`src/sv/udc_pkg.sv`:
```
package udc_pkg;

    // day number of 1970-01-01 when days are counted from March 1 of year 0
    localparam longint unsigned EpochDay = 64'd719468;
    localparam longint unsigned SecsPerDay = 64'd86400;
    localparam longint unsigned MaxSeconds = 64'd253402300799;
    localparam int unsigned YearMin = 1970;
    localparam int unsigned YearMax = 9999;

    // year guess is (10000 * d + 14780) / 3652425
    localparam longint unsigned YearScale = 64'd10000;
    localparam longint unsigned YearBias = 64'd14780;
    localparam longint unsigned YearDiv = 64'd3652425;
    // offset of the scaled guess numerator when counting from the epoch
    localparam longint unsigned YearNumOffset = YearScale * EpochDay + YearBias;

    // months of the March based year, March is month 0
    localparam int unsigned MonthsPerYear = 12;
    localparam logic [3:0] FirstMonthNextYear = 4'd10;

    // days before a month of the March based year, (306 * m + 5) / 10
    function automatic logic [8:0] days_before_month(input logic [3:0] m);
        logic [8:0] d;
        unique case (m)
            4'd0:  d = 9'd0;
            4'd1:  d = 9'd31;
            4'd2:  d = 9'd61;
            4'd3:  d = 9'd92;
            4'd4:  d = 9'd122;
            4'd5:  d = 9'd153;
            4'd6:  d = 9'd184;
            4'd7:  d = 9'd214;
            4'd8:  d = 9'd245;
            4'd9:  d = 9'd275;
            4'd10: d = 9'd306;
            4'd11: d = 9'd337;
            4'd12: d = 9'd367;
            4'd13: d = 9'd398;
            4'd14: d = 9'd428;
            4'd15: d = 9'd459;
        endcase
        return d;
    endfunction

    // calendar month to March based month, (month + 9) mod 12
    function automatic logic [3:0] month_shift(input logic [3:0] month);
        logic [4:0] s;
        s = {1'b0, month} + 5'd9;
        if (s >= 5'(2 * MonthsPerYear))
        begin
            s = s - 5'(2 * MonthsPerYear);
        end
        else if (s >= 5'(MonthsPerYear))
        begin
            s = s - 5'(MonthsPerYear);
        end
        return s[3:0];
    endfunction

endpackage

```
`src/sv/udc_in_if.sv`:
```
interface udc_in_if;
    logic        valid;
    logic        ready;
    logic        action;
    logic [37:0] seconds_in;
    logic [13:0] year_in;
    logic [3:0]  month_in;
    logic [4:0]  day_in;
    logic [4:0]  hour_in;
    logic [5:0]  minute_in;
    logic [5:0]  second_in;

    modport source (
        output valid, action, seconds_in, year_in, month_in, day_in,
               hour_in, minute_in, second_in,
        input  ready
    );

    modport sink (
        input  valid, action, seconds_in, year_in, month_in, day_in,
               hour_in, minute_in, second_in,
        output ready
    );
endinterface

```
`src/sv/udc_out_if.sv`:
```
interface udc_out_if;
    logic        valid;
    logic        ready;
    logic [37:0] seconds_out;
    logic [13:0] year_out;
    logic [3:0]  month_out;
    logic [4:0]  day_out;
    logic [4:0]  hour_out;
    logic [5:0]  minute_out;
    logic [5:0]  second_out;
    logic        range_error;

    modport source (
        output valid, seconds_out, year_out, month_out, day_out, hour_out,
               minute_out, second_out, range_error,
        input  ready
    );

    modport sink (
        input  valid, seconds_out, year_out, month_out, day_out, hour_out,
               minute_out, second_out, range_error,
        output ready
    );
endinterface

```
`src/sv/unix_seconds_date_converter.sv`:
```
// Unix seconds <-> Gregorian date converter
//
// in_ch carries one conversion per transfer: action 0 turns seconds_in into
// a date and time of day, action 1 turns the date fields into seconds.
// out_ch carries one result per accepted item, in order. Fields that do not
// belong to the chosen direction read 0; range_error flags results outside
// years 1970 to 9999 (seconds_out is then 0).
//
// The pipeline takes one item per cycle unless out_ch stalls; its depth is
// set by the chain of constant dividers (seconds/86400, year guess, year/100)
// each taking two stages. All stages advance together when the output
// register is empty or taken, so a stalled receiver holds every stage and
// in_ch.ready drops; nothing is lost or repeated. Reset clears only the
// valid bits, after which the block accepts immediately.
module unix_seconds_date_converter (
    input  logic             clk,
    input  logic             rst_n,
    udc_in_if.sink           in_ch,
    udc_out_if.source        out_ch
);

    localparam int NS = 12;

    typedef struct packed {
        logic               act;
        logic [37:0]        secs;
        logic [14:0]        y;
        logic [3:0]         m;
        logic               e1;
        logic [4:0]         day;
        logic [16:0]        t;
        logic [21:0]        d;
        logic [16:0]        tod;
        logic [35:0]        x;
        logic [4:0]         hour;
        logic [11:0]        rem3600;
        logic [5:0]         minute;
        logic [5:0]         second;
        logic [23:0]        dby;
        logic               leap;
        logic [8:0]         doy;
        logic signed [24:0] days1;
        logic [3:0]         mi;
        logic signed [41:0] secs1;
    } stage_t;

    stage_t        stg_reg  [1:NS];
    stage_t        stg_next [1:NS];
    logic [NS:1]   v_reg;
    logic          vo_reg;
    logic          en;

    logic [21:0]   q675;
    logic [9:0]    r675;
    logic [14:0]   qyear;
    logic [5:0]    q3600;
    logic [11:0]   r3600;
    logic [8:0]    q100;
    logic [6:0]    r100;
    logic [5:0]    q60;
    logic [5:0]    r60;

    logic [3:0]         m_shift;
    logic               wrap;
    logic signed [24:0] diff;
    logic signed [24:0] days1_c;
    logic [3:0]         mi_cnt;
    logic [14:0]        year_c;
    logic [3:0]         month_c;
    logic [8:0]         day_c;
    logic               err1;

    logic [37:0] seconds_next, seconds_reg;
    logic [13:0] year_next, year_reg;
    logic [3:0]  month_next, month_reg;
    logic [4:0]  day_next, day_reg;
    logic [4:0]  hour_next, hour_reg;
    logic [5:0]  minute_next, minute_reg;
    logic [5:0]  second_next, second_reg;
    logic        range_next, range_reg;

    // whole pipeline moves unless the output holds an untaken result
    assign en          = !vo_reg || out_ch.ready;
    assign in_ch.ready = en;

    // constant dividers
    udc_cdiv #(.NW(31), .D(675), .QW(22), .RW(10)) u_div_day (
        .clk(clk), .en(en), .num(stg_reg[1].secs[37:7]), .quo(q675), .rem(r675)
    );

    udc_cdiv #(.NW(36), .D(udc_pkg::YearDiv), .QW(15), .RW(22)) u_div_year (
        .clk(clk), .en(en), .num(stg_reg[4].x), .quo(qyear), .rem()
    );

    udc_cdiv #(.NW(17), .D(3600), .QW(6), .RW(12)) u_div_hour (
        .clk(clk), .en(en), .num(stg_reg[4].tod), .quo(q3600), .rem(r3600)
    );

    udc_cdiv #(.NW(15), .D(100), .QW(9), .RW(7)) u_div_cent (
        .clk(clk), .en(en), .num(stg_reg[7].y), .quo(q100), .rem(r100)
    );

    udc_cdiv #(.NW(12), .D(60), .QW(6), .RW(6)) u_div_min (
        .clk(clk), .en(en), .num(stg_reg[7].rem3600), .quo(q60), .rem(r60)
    );

    // stage logic
    always_comb
    begin
        m_shift = udc_pkg::month_shift(in_ch.month_in);
        wrap    = (m_shift >= udc_pkg::FirstMonthNextYear);

        // capture, March based month, year shift and time of day sum
        stg_next[1]        = '0;
        stg_next[1].act    = in_ch.action;
        stg_next[1].secs   = in_ch.seconds_in;
        stg_next[1].m      = m_shift;
        stg_next[1].e1     = wrap && (in_ch.year_in == 14'd0);
        stg_next[1].y      = (wrap && (in_ch.year_in != 14'd0))
                             ? {1'b0, in_ch.year_in} - 15'd1
                             : {1'b0, in_ch.year_in};
        stg_next[1].day    = in_ch.day_in;
        stg_next[1].t      = 17'(in_ch.hour_in) * 17'd3600
                             + 17'(in_ch.minute_in) * 17'd60
                             + 17'(in_ch.second_in);

        for (int k = 2; k <= NS; k++)
        begin
            stg_next[k] = stg_reg[k-1];
        end

        // day count and time of day, scaled year guess numerator
        stg_next[4].tod = {r675[9:0], stg_reg[3].secs[6:0]};
        stg_next[4].d   = 22'(q675 + 22'(udc_pkg::EpochDay));
        stg_next[4].x   = 36'(q675) * 36'(udc_pkg::YearScale)
                          + 36'(udc_pkg::YearNumOffset);

        // year guess and hours
        if (!stg_reg[6].act)
        begin
            stg_next[7].y = qyear;
        end
        stg_next[7].hour    = 5'(q3600);
        stg_next[7].rem3600 = r3600;

        // days before the year and leap flag of that year
        stg_next[10].dby    = 24'(stg_reg[9].y) * 24'd365
                              + 24'(stg_reg[9].y >> 2)
                              - 24'(q100)
                              + 24'(q100 >> 2);
        stg_next[10].leap   = (stg_reg[9].y[1:0] == 2'd0)
                              && ((r100 != 7'd0) || (q100[1:0] == 2'd0));
        stg_next[10].minute = q60;
        stg_next[10].second = r60;

        // day of year with the one year correction, or total days
        diff    = $signed({3'b0, stg_reg[10].d}) - $signed({1'b0, stg_reg[10].dby});
        days1_c = $signed({1'b0, stg_reg[10].dby})
                  + $signed(25'(udc_pkg::days_before_month(stg_reg[10].m)))
                  + $signed(25'(stg_reg[10].day))
                  - 25'sd1
                  - $signed(25'(udc_pkg::EpochDay));
        if (!stg_reg[10].act)
        begin
            if (diff < 0)
            begin
                stg_next[11].doy = 9'(diff + 25'sd365 + 25'(stg_reg[10].leap));
                stg_next[11].y   = stg_reg[10].y - 15'd1;
            end
            else
            begin
                stg_next[11].doy = 9'(diff);
            end
        end
        else
        begin
            stg_next[11].days1 = days1_c;
        end

        // month of the March based year, or seconds total
        mi_cnt = '0;
        for (int k = 1; k < udc_pkg::MonthsPerYear; k++)
        begin
            if (stg_reg[11].doy >= udc_pkg::days_before_month(4'(k)))
            begin
                mi_cnt = mi_cnt + 4'd1;
            end
        end
        stg_next[12].mi    = mi_cnt;
        stg_next[12].secs1 = 42'(stg_reg[11].days1) * 42'sd86400
                             + $signed(42'(stg_reg[11].t));
    end

    // result formatting
    always_comb
    begin
        year_c  = stg_reg[NS].y
                  + 15'(stg_reg[NS].mi >= udc_pkg::FirstMonthNextYear);
        month_c = (stg_reg[NS].mi >= udc_pkg::FirstMonthNextYear)
                  ? stg_reg[NS].mi - 4'd9
                  : stg_reg[NS].mi + 4'd3;
        day_c   = stg_reg[NS].doy - udc_pkg::days_before_month(stg_reg[NS].mi) + 9'd1;
        err1    = stg_reg[NS].e1 || (stg_reg[NS].secs1 < 0)
                  || (stg_reg[NS].secs1 > $signed(42'(udc_pkg::MaxSeconds)));

        seconds_next = '0;
        year_next    = '0;
        month_next   = '0;
        day_next     = '0;
        hour_next    = '0;
        minute_next  = '0;
        second_next  = '0;
        if (!stg_reg[NS].act)
        begin
            year_next   = year_c[13:0];
            month_next  = month_c;
            day_next    = day_c[4:0];
            hour_next   = stg_reg[NS].hour;
            minute_next = stg_reg[NS].minute;
            second_next = stg_reg[NS].second;
            range_next  = (year_c < 15'(udc_pkg::YearMin))
                          || (year_c > 15'(udc_pkg::YearMax));
        end
        else
        begin
            seconds_next = err1 ? '0 : 38'(stg_reg[NS].secs1);
            range_next   = err1;
        end
    end

    // valid bits
    always_ff @(posedge clk or negedge rst_n)
    begin
        if (!rst_n)
        begin
            v_reg  <= '0;
            vo_reg <= 1'b0;
        end
        else if (en)
        begin
            v_reg  <= {v_reg[NS-1:1], in_ch.valid};
            vo_reg <= v_reg[NS];
        end
    end

    // payload stages
    always_ff @(posedge clk)
    begin
        if (en)
        begin
            stg_reg     <= stg_next;
            seconds_reg <= seconds_next;
            year_reg    <= year_next;
            month_reg   <= month_next;
            day_reg     <= day_next;
            hour_reg    <= hour_next;
            minute_reg  <= minute_next;
            second_reg  <= second_next;
            range_reg   <= range_next;
        end
    end

    assign out_ch.valid       = vo_reg;
    assign out_ch.seconds_out = seconds_reg;
    assign out_ch.year_out    = year_reg;
    assign out_ch.month_out   = month_reg;
    assign out_ch.day_out     = day_reg;
    assign out_ch.hour_out    = hour_reg;
    assign out_ch.minute_out  = minute_reg;
    assign out_ch.second_out  = second_reg;
    assign out_ch.range_error = range_reg;

endmodule

```
`src/sv/udc_cdiv.sv`:
```
// two stage divider by a constant: reciprocal estimate, then one correction
module udc_cdiv #(
    parameter int              NW = 8,
    parameter longint unsigned D  = 3,
    parameter int              QW = 8,
    parameter int              RW = 8
) (
    input  logic          clk,
    input  logic          en,
    input  logic [NW-1:0] num,
    output logic [QW-1:0] quo,
    output logic [RW-1:0] rem
);

    // floor(2^NW / D) gives an estimate that is low by at most one
    localparam longint unsigned Recip = (64'd1 << NW) / D;
    localparam int MW = $clog2(Recip + 64'd1);
    localparam int PW = NW + MW;

    logic [PW-1:0] prod;
    logic [QW-1:0] q0_next;
    logic [QW-1:0] q0_reg;
    logic [NW-1:0] num_reg;
    logic [NW-1:0] r0;
    logic          ge;
    logic [QW-1:0] quo_next;
    logic [RW-1:0] rem_next;
    logic [QW-1:0] quo_reg;
    logic [RW-1:0] rem_reg;

    // estimate stage
    assign prod    = PW'(num) * PW'(Recip);
    assign q0_next = QW'(prod >> NW);

    // correction stage
    assign r0       = num_reg - NW'(q0_reg) * NW'(D);
    assign ge       = (r0 >= NW'(D));
    assign quo_next = q0_reg + QW'(ge);
    assign rem_next = ge ? RW'(r0 - NW'(D)) : RW'(r0);

    always_ff @(posedge clk)
    begin
        if (en)
        begin
            q0_reg  <= q0_next;
            num_reg <= num;
            quo_reg <= quo_next;
            rem_reg <= rem_next;
        end
    end

    assign quo = quo_reg;
    assign rem = rem_reg;

endmodule

```
`src/flat_wrapper.sv`:
```
// flat-port wrapper written by rule: the top's interface ports become plain ports
module unix_seconds_date_converter_flat 
  (clk, rst_n, in_ch_valid, in_ch_action, in_ch_seconds_in, in_ch_year_in, in_ch_month_in, in_ch_day_in, in_ch_hour_in, in_ch_minute_in, in_ch_second_in, in_ch_ready, out_ch_valid, out_ch_seconds_out, out_ch_year_out, out_ch_month_out, out_ch_day_out, out_ch_hour_out, out_ch_minute_out, out_ch_second_out, out_ch_range_error, out_ch_ready);
  udc_in_if in_ch_i ();
  udc_out_if out_ch_i ();
  input  logic clk;
  input  logic rst_n;
  input wire logic [$bits(in_ch_i.valid)-1:0] in_ch_valid;
  input wire logic [$bits(in_ch_i.action)-1:0] in_ch_action;
  input wire logic [$bits(in_ch_i.seconds_in)-1:0] in_ch_seconds_in;
  input wire logic [$bits(in_ch_i.year_in)-1:0] in_ch_year_in;
  input wire logic [$bits(in_ch_i.month_in)-1:0] in_ch_month_in;
  input wire logic [$bits(in_ch_i.day_in)-1:0] in_ch_day_in;
  input wire logic [$bits(in_ch_i.hour_in)-1:0] in_ch_hour_in;
  input wire logic [$bits(in_ch_i.minute_in)-1:0] in_ch_minute_in;
  input wire logic [$bits(in_ch_i.second_in)-1:0] in_ch_second_in;
  output wire logic [$bits(in_ch_i.ready)-1:0] in_ch_ready;
  output wire logic [$bits(out_ch_i.valid)-1:0] out_ch_valid;
  output wire logic [$bits(out_ch_i.seconds_out)-1:0] out_ch_seconds_out;
  output wire logic [$bits(out_ch_i.year_out)-1:0] out_ch_year_out;
  output wire logic [$bits(out_ch_i.month_out)-1:0] out_ch_month_out;
  output wire logic [$bits(out_ch_i.day_out)-1:0] out_ch_day_out;
  output wire logic [$bits(out_ch_i.hour_out)-1:0] out_ch_hour_out;
  output wire logic [$bits(out_ch_i.minute_out)-1:0] out_ch_minute_out;
  output wire logic [$bits(out_ch_i.second_out)-1:0] out_ch_second_out;
  output wire logic [$bits(out_ch_i.range_error)-1:0] out_ch_range_error;
  input wire logic [$bits(out_ch_i.ready)-1:0] out_ch_ready;
  assign in_ch_i.valid = in_ch_valid;
  assign in_ch_i.action = in_ch_action;
  assign in_ch_i.seconds_in = in_ch_seconds_in;
  assign in_ch_i.year_in = in_ch_year_in;
  assign in_ch_i.month_in = in_ch_month_in;
  assign in_ch_i.day_in = in_ch_day_in;
  assign in_ch_i.hour_in = in_ch_hour_in;
  assign in_ch_i.minute_in = in_ch_minute_in;
  assign in_ch_i.second_in = in_ch_second_in;
  assign in_ch_ready = in_ch_i.ready;
  assign out_ch_valid = out_ch_i.valid;
  assign out_ch_seconds_out = out_ch_i.seconds_out;
  assign out_ch_year_out = out_ch_i.year_out;
  assign out_ch_month_out = out_ch_i.month_out;
  assign out_ch_day_out = out_ch_i.day_out;
  assign out_ch_hour_out = out_ch_i.hour_out;
  assign out_ch_minute_out = out_ch_i.minute_out;
  assign out_ch_second_out = out_ch_i.second_out;
  assign out_ch_range_error = out_ch_i.range_error;
  assign out_ch_i.ready = out_ch_ready;
  unix_seconds_date_converter u_core (.clk(clk), .rst_n(rst_n), .in_ch(in_ch_i), .out_ch(out_ch_i));
endmodule
```
`config.mk`:
```
export PLATFORM = sky130hd
export DESIGN_NAME = unix_seconds_date_converter_flat
export DESIGN_NICKNAME = d
export VERILOG_FILES = /design/src/sv/udc_pkg.sv /design/src/sv/udc_in_if.sv /design/src/sv/udc_out_if.sv /design/src/sv/unix_seconds_date_converter.sv /design/src/sv/udc_cdiv.sv /design/src/flat_wrapper.sv
export SDC_FILE = /design/constraint.sdc
export NUM_CORES = 2
export LEC_CHECK = 0
export ABC_AREA = 1
export BUFFER_PORTS_ARGS = -buffer_cell sky130_fd_sc_hd__clkbuf_2
export CAP_MARGIN = 10
export CORE_MARGIN = 2
export CORE_UTILIZATION = 35
export DETAILED_ROUTE_END_ITERATION = 8
export PLACE_DENSITY = 0.6
export SYNTH_ARGS = -nofsm -noshare
export SYNTH_HDL_FRONTEND = slang
export SYNTH_SLANG_ARGS = --single-unit
```
`constraint.sdc`:
```
create_clock -name clk -period 34.3 [get_ports clk]
set_input_delay 1.715 -clock clk [delete_from_list [all_inputs] [get_ports clk]]
set_output_delay 1.715 -clock clk [all_outputs]
set_load 0.005 [all_outputs]
```
==> impl_metrics.sql <==
INSERT INTO impl_metrics (metric_group, metric, value, unit) VALUES
('placement', 'place_congestion', '0.8809', ''),
('worst_setup_path', 'family_with_the_most_delay_on_the_worst_path', 'adder cells', ''),
('cells_and_area', 'largest_register_ff_count', '807', ''),
('floorplan', 'top_level_ports', '164', ''),
('cts', 'worstSkewPairLatency', '0.81', 'ns'),
('cts', 'tritoncts_num_sinks', '1270', ''),
('worst_setup_path', 'most_used_cell_along_the_critical_path', 'sky130_fd_sc_hd__fa_1', ''),
('route', 'post_drt_wl_per_cell', '15.72', 'microns'),
('worst_setup_path', 'kind_of_end_point_of_the_critical_path', 'register', ''),
('worst_setup_path', 'crit_arrival', '8.86', 'ns'),
('cts', 'cts_max_path_buffers', '4', ''),
('cts', 'h-tree-depth', '4', ''),
('floorplan', 'effective_utilization_at_floorplan', '35.11', '%'),
('floorplan', 'die_extent_in_x', '538.4', 'microns'),
('synthesis', 'synth_cells', '9004', ''),
('worst_setup_path', 'path_class', 'register to register', ''),
('route', 'route.vias.total', '60652', ''),
('route', 'dr.pass1.iters', '5', ''),
('route', 'ant_nets', '0', ''),
('timing', 'clock-skew-final', '0.06310', 'ns'),
('worst_setup_path', 'critical_path_peak_fanout', '8', ''),
('synthesis', 'synth_top_area_share', '37.34', '%'),
('synthesis', 'avgSynthCellArea', '11.10', 'sq um'),
('worst_setup_path', 'crit_path_start_kind', 'register', ''),
('synthesis', 'synth_compound_area_share', '5.377', '%'),
('cells_and_area', 'filler_cell_count', '27340', ''),
('timing', 'final.period_utilization', '24.35', '%'),
('cts', 'ctsRootBufferMaster', 'sky130_fd_sc_hd__clkbuf_16', ''),
('synthesis', 'yosys-mux-area-fraction', '0.1690', '%'),
('timing', 'finalHoldViolCount', '0', ''),
('synthesis', 'synth_most_common_cell', 'sky130_fd_sc_hd__inv_1', ''),
('flow_run', 'max-cap-violations', '0', ''),
('global_route', 'number_of_antenna_violations_at_the_first_check_in_global_routing', '4', ''),
('route', 'post_route_wl', '207400', 'microns'),
('placement', 'detailedPlacementHpwl', '167800', 'microns'),
('global_route', 'track_usage', '14.46', '%'),
('floorplan', 'placement_rows', '196', ''),
('placement', 'count_of_input_and_output_buffers', '163', ''),
('timing', 'report.final.setup_viol', '0', ''),
('synthesis', 'synth_cell_types', '76', ''),
('cts', 'cts_setup_buffers', '0', ''),
('route', 'first_iter_violations', '3138', ''),
('floorplan', 'dieHeight', '538.4', 'microns'),
('timing', 'max_slew_margin', '17.09', '%'),
('synthesis', 'ys_top_cells_by_count', 'sky130_fd_sc_hd__inv_1 (2128), sky130_fd_sc_hd__ha_1 (1450), sky130_fd_sc_hd__edfxtp_1 (1243)', ''),
('timing', 'final_tns_setup', '0', 'ns'),
('synthesis', 'synth_xor_xnor_area_share', '3.917', '%'),
('cts', 'postCtsHoldBufs', '0', ''),
('synthesis', 'largest_family_of_logic_cells_by_synthesized_area', 'adder cells', ''),
('cells_and_area', 'final_net_count', '11773', ''),
('synthesis', 'synthesis_warnings', '0', ''),
('synthesis', 'yosysSeqAreaShare', '37.95', '%'),
('synthesis', 'yosysTopAreaCell', 'sky130_fd_sc_hd__edfxtp_1', ''),
('global_route', 'first_global_vias', '64068', ''),
('worst_setup_path', 'worst_ep_required_time', '34.81', 'ns'),
('worst_setup_path', 'slowest_delay', '0.70', 'ns'),
('timing', 'max_slew.worst_pin.slew', '1.235', 'ns'),
('floorplan', 'design.core.area', '284700', 'sq um'),
('outcome', 'status', 'finished clean', ''),
('worst_setup_path', 'cp_bufs_invs', '5', ''),
('synthesis', 'synth_edf_count', '1243', ''),
('synthesis', 'nets_in_the_synthesized_netlist', '11459', ''),
('global_route', 'grt_max_degree', '183', ''),
('timing', 'post-route-worst-setup-slack', '25.95', 'ns'),
('cells_and_area', 'multi_input_comb_area', '53850', 'sq um'),
('timing', 'timing.final.crit_period', '8.353', 'ns'),
('cells_and_area', 'register_area', '37930', 'sq um'),
('worst_hold_path', 'min-delay-path-class', 'register to register', ''),
('worst_setup_path', 'critPathSlowestCell', 'sky130_fd_sc_hd__nor3b_1', ''),
('synthesis', 'ff_latch_count_synth', '1270', ''),
('route', 'detail_route.drc_violations', '0', '');
==> worst reg2reg max path: cells and delay by family, from the launching register on <==
kind / cells / cell delay, ns
XOR/XNOR: 2 / 0.32
adder cells (fa/ha/maj): 8 / 3.81
AO/OA/AOI/OAI: 3 / 0.51
AND/OR/NAND/NOR: 13 / 2.49
buffers and inverters: 5 / 0.46
flip-flops: 1 / 0.53
==> per-layer routing <==
metal	wire length [microns]	vias up	track usage (%)
li1	-	29952	-
met5	0	-	0
met3	5884	256	1.592
met4	4997	0	3.700
met1	96560	29600	19.37
met2	99980	844	24.84
==> metrics by stage <==
stage	area, sq um	instances	utilization, %	hold slack [ns]
4_1_cts	110200	13192	38.72	0.3652
5_1_grt	110200	13193	38.72	0.3837
3_3_place_gp	105600	12926	37.08	0.4009
3_5_place_dp	105600	12926	37.08	0.4045
6_report	110200	13194	38.72	0.3730
2_1_floorplan	99960	9004	-	0.4003
==> final cells by class <==
class | count | share of cell area (%)
multi-input cells | 5561 | 48.84
flip-flops and latches | 1270 | 34.41
inverters | 2151 | 7.337
well taps | 3762 | 4.269
clock buffers | 177 | 3.573
repair buffers | 182 | 0.8920
clock inverters | 89 | 0.6753
diodes | 2 | 0.004540
==> cell families after synthesis <==
family / after synthesis
adders and majority gates: 2372
buffers and inverters: 2173
and+or+nand+nor: 1781
DFF: 1270
AOI/OAI and AO/OA: 946
xor gates and xnor gates: 447
muxes: 15
==> placed cells by master, fill, tap and decap left out, types with 18 or more instances in the layout <==
cell type and instances:
sky130_fd_sc_hd__o21a_1 26, sky130_fd_sc_hd__xor2_1 326, sky130_fd_sc_hd__ha_1 1450, sky130_fd_sc_hd__o21bai_1 42, sky130_fd_sc_hd__nand3_2 19, sky130_fd_sc_hd__inv_2 18, sky130_fd_sc_hd__clkbuf_16 153, sky130_fd_sc_hd__nand4_1 58
sky130_fd_sc_hd__o211ai_1 18, sky130_fd_sc_hd__o21ai_0 238, sky130_fd_sc_hd__clkbuf_1 22, sky130_fd_sc_hd__xnor2_1 121, sky130_fd_sc_hd__a21oi_1 461, sky130_fd_sc_hd__clkinv_2 24, sky130_fd_sc_hd__nand3_1 201, sky130_fd_sc_hd__nor4_1 26
sky130_fd_sc_hd__a21o_1 29, sky130_fd_sc_hd__nand2_1 857, sky130_fd_sc_hd__nor2_1 447, sky130_fd_sc_hd__clkbuf_2 163, sky130_fd_sc_hd__fa_1 922, sky130_fd_sc_hd__clkinv_1 26, sky130_fd_sc_hd__inv_1 2128, sky130_fd_sc_hd__edfxtp_1 1243
sky130_fd_sc_hd__nand2_2 25, sky130_fd_sc_hd__a31oi_1 29, sky130_fd_sc_hd__nand2_4 18, sky130_fd_sc_hd__nor3_1 60
==> worst paths after layout <==
kind | end | cells after the start | slack [ns] | startpoint
max | u_core.u_div_year.quo[13] | 31 | 25.95 | u_core.u_div_year.q0_reg[1]
min | u_core.stg_next[1393] | 0 | 0.37 | u_core.stg_next[1683]
max reg2reg | u_core.u_div_year.quo[13] | 31 | 25.95 | u_core.u_div_year.q0_reg[1]
min reg2reg | u_core.stg_next[1393] | 0 | 0.37 | u_core.stg_next[1683]
max in group asynchronous | u_core.v_reg[11] | 1 | 33.24 | rst_n
min in group asynchronous | u_core.v_reg[9] | 1 | 0.80 | rst_n
Power is left out: the tool's default activity adds up to more than one toggle a clock period on the data nets, which glitch-free logic cannot reach.
